$ cat src/hdl/assert_macros.svh
// ---------------------------------------------------------------------------
// Assertion macros
// Shared concurrent assertion shorthands for the sorted queue RTL.
// ---------------------------------------------------------------------------
`ifndef ASSERT_MACROS_SVH
`define ASSERT_MACROS_SVH

// Condition must hold at every clock edge outside reset
`define SSPQ_ASSERT_ALWAYS(label, clk, rstn, expr, msg) \
    label: assert property (@(posedge clk) disable iff (!rstn) (expr)) \
        else $error(msg);

// Condition on one edge implies a consequence on the same edge
`define SSPQ_ASSERT_SAME(label, clk, rstn, ante, cons, msg) \
    label: assert property (@(posedge clk) disable iff (!rstn) (ante) |-> (cons)) \
        else $error(msg);

// Condition on one edge implies a consequence on the next edge
`define SSPQ_ASSERT_NEXT(label, clk, rstn, ante, cons, msg) \
    label: assert property (@(posedge clk) disable iff (!rstn) (ante) |=> (cons)) \
        else $error(msg);

`endif

$ cat src/hdl/sspq_pkg.sv
// ---------------------------------------------------------------------------
// sspq_pkg
// Types and constants shared by the sorted priority queue cells and top.
// ---------------------------------------------------------------------------
package sspq_pkg;

    localparam int PRIO_W    = 8;
    localparam int PAYLOAD_W = 16;
    localparam int OCC_W     = 5;
    localparam int STATUS_W  = 2;

    // command codes (s_tuser)
    localparam logic CMD_INSERT = 1'b0;
    localparam logic CMD_REMOVE = 1'b1;

    // status codes (m_tuser)
    localparam logic [STATUS_W-1:0] ST_DONE  = 2'd0;
    localparam logic [STATUS_W-1:0] ST_EMPTY = 2'd1;
    localparam logic [STATUS_W-1:0] ST_FULL  = 2'd2;

    // operation broadcast to every cell in the row
    typedef struct packed {
        logic              ins_en;
        logic              rem_en;
        logic [PRIO_W-1:0] prio;
    } sspq_ctrl_t;

endpackage

$ cat src/hdl/sspq_cell.sv
// ---------------------------------------------------------------------------
// sspq_cell
// One slot of the sorted row: holds a priority and payload, and on each
// operation keeps, takes its left neighbor, takes the new entry, or takes
// its right neighbor.
// ---------------------------------------------------------------------------
module sspq_cell
    import sspq_pkg::*;
#(
    parameter int PW = 16
) (
    input  logic              aclk,
    input  sspq_ctrl_t        ctrl,
    input  logic [PW-1:0]     new_payload,
    input  logic              occupied,
    input  logic              prev_gt,
    input  logic [PRIO_W-1:0] prev_prio,
    input  logic [PW-1:0]     prev_payload,
    input  logic [PRIO_W-1:0] next_prio,
    input  logic [PW-1:0]     next_payload,
    output logic              gt,
    output logic [PRIO_W-1:0] prio,
    output logic [PW-1:0]     payload
);

    logic [PRIO_W-1:0] prio_reg;
    logic [PRIO_W-1:0] prio_next;
    logic [PW-1:0]     payload_reg;
    logic [PW-1:0]     payload_next;

    // slot is free or holds a strictly larger number: new entry lands here or left
    assign gt = !occupied || (prio_reg > ctrl.prio);

    always_comb begin
        prio_next    = prio_reg;
        payload_next = payload_reg;
        if (ctrl.ins_en && gt) begin
            if (prev_gt) begin
                // shift right by one
                prio_next    = prev_prio;
                payload_next = prev_payload;
            end else begin
                // insertion point
                prio_next    = ctrl.prio;
                payload_next = new_payload;
            end
        end else if (ctrl.rem_en) begin
            // shift left by one
            prio_next    = next_prio;
            payload_next = next_payload;
        end
    end

    always_ff @(posedge aclk) begin
        prio_reg    <= prio_next;
        payload_reg <= payload_next;
    end

    assign prio    = prio_reg;
    assign payload = payload_reg;

endmodule

$ cat src/hdl/stable_sorted_priority_queue_core.sv
// The result beat is registered: it appears in the cycle after its input beat is accepted.
// Throughput: one command per cycle while m_tready is high; every cell of the
// row updates in the same cycle for both insert and remove.
// Reset (aresetn low, synchronous) empties the queue and drops any pending
// result; cell contents stay undefined until written and are never read.
// ---------------------------------------------------------------------------
// stable_sorted_priority_queue_core
// Bounded priority queue as a row of sorted cells, stable among equals.
// ---------------------------------------------------------------------------
module stable_sorted_priority_queue_core
    import sspq_pkg::*;
#(
    parameter int DEPTH        = 16,
    parameter int PAYLOAD_BITS = 16
) (
    input  logic        aclk,
    input  logic        aresetn,
    input  logic        s_tvalid,
    output logic        s_tready,
    input  logic [23:0] s_tdata,   // [7:0] priority_req, [23:8] payload
    input  logic [0:0]  s_tuser,   // [0] command
    output logic        m_tvalid,
    input  logic        m_tready,
    output logic [31:0] m_tdata,   // [7:0] out_priority, [23:8] out_payload,
                                   // [28:24] occupancy, [31:29] zero
    output logic [1:0]  m_tuser    // [1:0] status
);

    `include "assert_macros.svh"

    localparam int SW    = (PAYLOAD_BITS < PAYLOAD_W) ? PAYLOAD_BITS : PAYLOAD_W;
    localparam int CNT_W = $clog2(DEPTH + 1);

    logic [CNT_W-1:0]     count_reg;
    logic [CNT_W-1:0]     count_next;
    logic                 m_valid_reg;
    logic [STATUS_W-1:0]  status_reg;
    logic [STATUS_W-1:0]  status_next;
    logic [PRIO_W-1:0]    oprio_reg;
    logic [PRIO_W-1:0]    oprio_next;
    logic [PAYLOAD_W-1:0] opay_reg;
    logic [PAYLOAD_W-1:0] opay_next;

    logic                 accept;
    logic                 cmd;
    logic                 full;
    logic                 empty;
    sspq_ctrl_t           ctrl;
    logic [SW-1:0]        new_payload;

    logic                 gt_w      [DEPTH];
    logic [PRIO_W-1:0]    prio_w    [DEPTH];
    logic [SW-1:0]        payload_w [DEPTH];

    // handshake: output register frees up when taken downstream
    assign s_tready = !m_valid_reg || m_tready;
    assign accept   = s_tvalid && s_tready;
    assign cmd      = s_tuser[0];
    assign full     = (count_reg == CNT_W'(DEPTH));
    assign empty    = (count_reg == '0);

    assign new_payload = s_tdata[8 +: SW];
    assign ctrl.prio   = s_tdata[7:0];
    assign ctrl.ins_en = accept && (cmd == CMD_INSERT) && !full;
    assign ctrl.rem_en = accept && (cmd == CMD_REMOVE) && !empty;

    // row of cells
    for (genvar i = 0; i < DEPTH; i++) begin : g_cell
        logic              prev_gt;
        logic [PRIO_W-1:0] prev_prio;
        logic [SW-1:0]     prev_payload;
        logic [PRIO_W-1:0] next_prio;
        logic [SW-1:0]     next_payload;

        if (i == 0) begin : g_first
            assign prev_gt      = 1'b0;
            assign prev_prio    = '0;
            assign prev_payload = '0;
        end else begin : g_mid
            assign prev_gt      = gt_w[i-1];
            assign prev_prio    = prio_w[i-1];
            assign prev_payload = payload_w[i-1];
        end

        if (i == DEPTH - 1) begin : g_last
            assign next_prio    = '0;
            assign next_payload = '0;
        end else begin : g_inner
            assign next_prio    = prio_w[i+1];
            assign next_payload = payload_w[i+1];
        end

        sspq_cell #(
            .PW (SW)
        ) u_cell (
            .aclk         (aclk),
            .ctrl         (ctrl),
            .new_payload  (new_payload),
            .occupied     (CNT_W'(i) < count_reg),
            .prev_gt      (prev_gt),
            .prev_prio    (prev_prio),
            .prev_payload (prev_payload),
            .next_prio    (next_prio),
            .next_payload (next_payload),
            .gt           (gt_w[i]),
            .prio         (prio_w[i]),
            .payload      (payload_w[i])
        );
    end

    // count and result for the accepted beat
    always_comb begin
        count_next  = count_reg;
        status_next = ST_DONE;
        oprio_next  = '0;
        opay_next   = '0;
        if (cmd == CMD_INSERT) begin
            if (full) begin
                status_next = ST_FULL;
            end else begin
                count_next = count_reg + 1'b1;
            end
        end else begin
            if (empty) begin
                status_next = ST_EMPTY;
            end else begin
                count_next = count_reg - 1'b1;
                oprio_next = prio_w[0];
                opay_next  = PAYLOAD_W'(payload_w[0]);
            end
        end
    end

    always_ff @(posedge aclk) begin
        if (!aresetn) begin
            count_reg   <= '0;
            m_valid_reg <= 1'b0;
        end else begin
            if (accept) begin
                count_reg   <= count_next;
                m_valid_reg <= 1'b1;
            end else if (m_tready) begin
                m_valid_reg <= 1'b0;
            end
        end
    end

    // result payload, loaded with each accepted beat
    always_ff @(posedge aclk) begin
        if (accept) begin
            status_reg <= status_next;
            oprio_reg  <= oprio_next;
            opay_reg   <= opay_next;
        end
    end

    assign m_tvalid = m_valid_reg;
    assign m_tuser  = status_reg;
    assign m_tdata  = {3'b000, OCC_W'(count_reg), opay_reg, oprio_reg};

    // checks
    `SSPQ_ASSERT_ALWAYS(a_count_bound, aclk, aresetn, count_reg <= CNT_W'(DEPTH),
        "occupancy exceeds depth")
    `SSPQ_ASSERT_SAME(a_front_sorted, aclk, aresetn, count_reg >= CNT_W'(2),
        prio_w[0] <= prio_w[1], "front cells out of order")
    `SSPQ_ASSERT_NEXT(a_empty_status, aclk, aresetn,
        accept && (cmd == CMD_REMOVE) && empty,
        m_tvalid && (m_tuser == ST_EMPTY) && (count_reg == '0),
        "remove on empty queue not reported")
    `SSPQ_ASSERT_NEXT(a_insert_grows, aclk, aresetn, ctrl.ins_en,
        count_reg == $past(count_reg) + 1'b1, "insert did not grow occupancy")

endmodule

$ cat config.mk
export PLATFORM = sky130hd
export DESIGN_NAME = stable_sorted_priority_queue_core
export DESIGN_NICKNAME = d
export VERILOG_FILES = /design/src/hdl/sspq_pkg.sv /design/src/hdl/sspq_cell.sv /design/src/hdl/stable_sorted_priority_queue_core.sv
export VERILOG_INCLUDE_DIRS = /design/src /design/src/hdl
export SDC_FILE = /design/constraint.sdc
export NUM_CORES = 1
export LEC_CHECK = 0
export BUFFER_PORTS_ARGS = -buffer_cell sky130_fd_sc_hd__buf_2
export CAP_MARGIN = 0
export CORE_MARGIN = 5
export CORE_UTILIZATION = 50
export DETAILED_ROUTE_END_ITERATION = 8
export PLACE_DENSITY_LB_ADDON = 0.08
export SETUP_SLACK_MARGIN = 0.2
export SLEW_MARGIN = 5
export SYNTH_ARGS = -nofsm -noshare
export SYNTH_HDL_FRONTEND = slang
export SYNTH_HIERARCHICAL = 1
export SYNTH_SLANG_ARGS = --single-unit
$ cat constraint.sdc
create_clock -name aclk -period 6.22 [get_ports aclk]
set_input_delay 0.933 -clock aclk [delete_from_list [all_inputs] [get_ports aclk]]
set_output_delay 0.933 -clock aclk [all_outputs]
set_load 0.01 [all_outputs]
Word level (Yosys, flattened, before mapping)
Index checks and enable logic that the tools add are counted.
{"block": "classes", "n_eq_ne": 3, "n_lt_le_gt_ge": 32, "n_reduce_logical": 77, "bitwise_logic": 1, "n_addsub": 2, "muxes": 102}
{"operator": "$mux 16", "count": 47}
{"operator": "$mux 8", "count": 47}
{"operator": "$gt 8x8->1", "count": 16}
{"operator": "$lt 4x5->1 const A", "count": 8}
{"operator": "$reduce_bool 2->1", "count": 17}
{"operator": "$logic_and 1x1->1", "count": 21}
{"operator": "$lt 3x5->1 const A", "count": 4}
{"operator": "$logic_not 1->1", "count": 19}
{"operator": "$logic_or 1x1->1", "count": 17}
{"operator": "$mux 5", "count": 3}
{"operator": "$lt 1x5->1 const A", "count": 2}
{"operator": "$lt 2x5->1 const A", "count": 2}
{"operator": "$add 5x1->5 const B", "count": 1}
{"operator": "$eq 5x5->1 const B", "count": 1}
{"operator": "$logic_not 5->1", "count": 1}
{"operator": "$sub 5x1->5 const B", "count": 1}
{"operator": "$mux 2", "count": 2}
{"operator": "$ne 2x2->1 const B", "count": 2}
{"operator": "$mux 1", "count": 3}
{"operator": "$reduce_and 3->1", "count": 1}
{"operator": "$reduce_or 2->1", "count": 1}
{"operator": "$not 1->1", "count": 1}
{"block": "totals", "word_cells": 254, "reg_bits": 416, "out_inout_bits": 36}

Longest topological paths before layout
{"block": "logic_depth", "ltp_word": 7, "depth_mapped": 13}

Hierarchy
The synthesis kept the hierarchy.
{"module": "sspq_cell", "n_inst": 16, "area_per_inst_um2": 1609.0, "cells_per_inst": 118, "seq_area_each_um2": 720.7}
{"module": "stable_sorted_priority_queue_core", "n_inst": 1, "area_per_inst_um2": 1549.0, "cells_per_inst": 135, "seq_area_each_um2": 900.9}

Worst setup path before layout
No wires, ideal clock.
{"block": "synth_path", "kind": "input-to-reg", "start": "input m_tready", "end": "register g_cell[0].u_cell.payload_reg[0], enable pin", "n_path_buf": 2, "t_arrival_ns": 3.145, "setup_ns": 0.358, "path_slack_ns": 2.717, "cell_stages": 7, "path_cell_list": "nand2b_1 > nand2_1 > a211oi_1 > o211a_1 > buf_6 > buf_12 > or2_2"}
{"item": "start: declaration", "line_no": "stable_sorted_priority_queue_core.sv:23", "rtl": "input logic m_tready,"}
{"item": "end signal: assignment", "line_no": "sspq_cell.sv:56", "rtl": "payload_reg <= payload_next;"}
{"item": "end: declaration", "line_no": "sspq_cell.sv:28", "rtl": "logic [PW-1:0] payload_reg;"}

==> summary.txt <==
Global route
  – Total track usage: a little under a fifth
  – First-pass GRT wire length: 88600 um
  – Largest net degree at the start of global routing: 33
  – Vias in the first global route: 16129
  – Antenna violations before repair: 1
  – Total gr overflow: 0

Critical path
  – Worst path max stage delay: 0.94 ns
  – Crit-path cells: or4b_1 > and2_1 > nor2b_2 > or2_2
  – Slack of the worst reg-to-reg path: ~2.4 ns
  – WP buf/inv: 0
  – Crit-path max FO: 26
  – CP max stage cell: dfxtp_1
  – WP data arrival: just over 4 ns
  – CP Capture Type: flop
  – CP Data Required Time: 6.44 ns
  – Crit Path Class: reg -> reg
  – Critical Path Start Type: flop
  – Crit path max-delay family: simple AND/OR/NAND/NOR gates

Routing
  – DR WL/cell: 19.5 um
  – Antenna viol nets, final: 0
  – Routed vias: approximately 15000
  – First drt pass iteration count: 5
  – Starting DRC count in detailed routing: 732
  – Vias per cell: 5.34
  – WL final: 55300 um
  – # DRC: 0

Timing
  – Setup total negative slack: 0 ns
  – Final worst path period share: 61.8%
  – Unrepaired setup endpoints after global routing: no
  – # setup viols final: 0
  – Final Slew Violations: 0
  – Fmax: between 0.2 and 0.3 GHz
  – Final hold vios: 0
  – Minimum clock period: just under 4 ns
  – Relative slew slack: 23.5%
  – Worst hold slack: 0.541 ns
  – Clk_skew: 0.0142 ns
  – Worst Max-Slew Pin Slew: 1.15 ns

Place
  – GP Congestion: 0.813
  – IO Port Bufs: 61
  – Hpwl dp: 41400 um
  – Placed Cells: approximately 2700

Floorplan
  – Starting density of the core: 50.6%
  – Die extent in x: 244 um
  – # IOs: 65
  – Core box area: 0.0539 sq mm
  – Site Rows: 85
  – Die footprint: 0.0593 sq mm
  – Die Y: 244 um

Synth
  – Yosys synthesis warning count: 6
  – Area of the mapped netlist: about 0.027 sq mm
  – Synth Instances: 2021
  – Synth Area per Inst: approximately 14 sq um

Final layout
  – Commonest non-fill, non-tap cells in the layout: edfxtp_1 (410), mux2_2 (353), mux2_4 (304), inv_1 (167), o21ai_0 (148)
  – Nets: 2257
  – Register area: ~0.012 sq mm
  – Number of fill cells: 4548
  – Inserted Diodes: 0
  – Area of the multi-input gates: 0.0134 sq mm
  – Synthesis-to-layout area growth: 6.93%
  – Layout cells sized above 1: 39.1%
  – Max reg flops: 256
  – Non-Filler Instances: 2829
  – Commonest non-fill, non-tap cell in the layout: edfxtp_1

CTS
  – PostCTS Resize Cnt: 0
  – TritonCTS Sinks: 416
  – CTS tree: built
  – Clock Latency Late Sink: roughly 0.60 ns
  – # hold bufs at CTS: 0
  – H-Tree Depth: 2
  – Clk buf depth: 3
  – Root buffer cell: clkbuf_16
  – Clk pin slew, worst setup/hold paths: 0.06 ns
  – CTS buffer count: 49
  – Post-CTS setup buffer count: 0

Hold path
  – Hold WC Path Type: reg -> reg

Pwr
  – Worst VDD drop: about 0.00021 V
  – Leakage: 12.0 nW
  – Total Power: 9.64 mW
  – PD cells: 331 mW/mm^2

Run status
  – Status: finished clean

Run
  – MaxCap Viol Count: 0
[layer usage]
metal	track usage, %	routed length [um]	vias to the layer above
li1	-	-	7589
met1	24.1	25800	7256
met2	31.7	26700	203
met3	2.78	1790	67
met4	4.12	1040	0
met5	0	0	-
[final timing paths]
kind                                               start                                endpoint  depth (start not counted)
setup / recovery               count_reg[4]$_SDFFE_PN0P_  g_cell[13].u_cell/payload[6]$_DFFE_PP_                          4
hold / removal    g_cell[15].u_cell/payload[3]$_DFFE_PP_  g_cell[14].u_cell/payload[3]$_DFFE_PP_                          1
setup reg to reg               count_reg[4]$_SDFFE_PN0P_  g_cell[13].u_cell/payload[6]$_DFFE_PP_                          4
hold reg to reg   g_cell[15].u_cell/payload[3]$_DFFE_PP_  g_cell[14].u_cell/payload[3]$_DFFE_PP_                          1
[stage by stage]
step           utilization [%]  area, sq um  setup slack [ns]
6_report                  54.1        29200              2.38
5_1_grt                   54.1        29200              2.11
4_1_cts                   54.1        29200              2.30
3_5_place_dp              51.4        27700              2.19
3_3_place_gp              51.4        27700              2.22
2_1_floorplan                -        27500              2.72
[where the power goes]
group | internal (mW) | leakage, nW | switching (mW) | total (mW)
Clock | 1.49 | 0.704 | 1.15 | 2.64
Combinational | 1.53 | 7.38 | 1.33 | 2.86
Sequential | 3.83 | 3.92 | 0.312 | 4.14
Total | 6.85 | 12.0 | 2.79 | 9.64
[layout make-up]
cell class              count  area share, %
multi-input cells        1383           45.8
flip-flops and latches    416           42.6
clock buffers              62           4.37
well taps                 696           2.98
inverters                 167           2.15
repair buffers             80           1.54
clock inverters            25          0.553
Note: power is estimated with default switching activity, not from simulation.
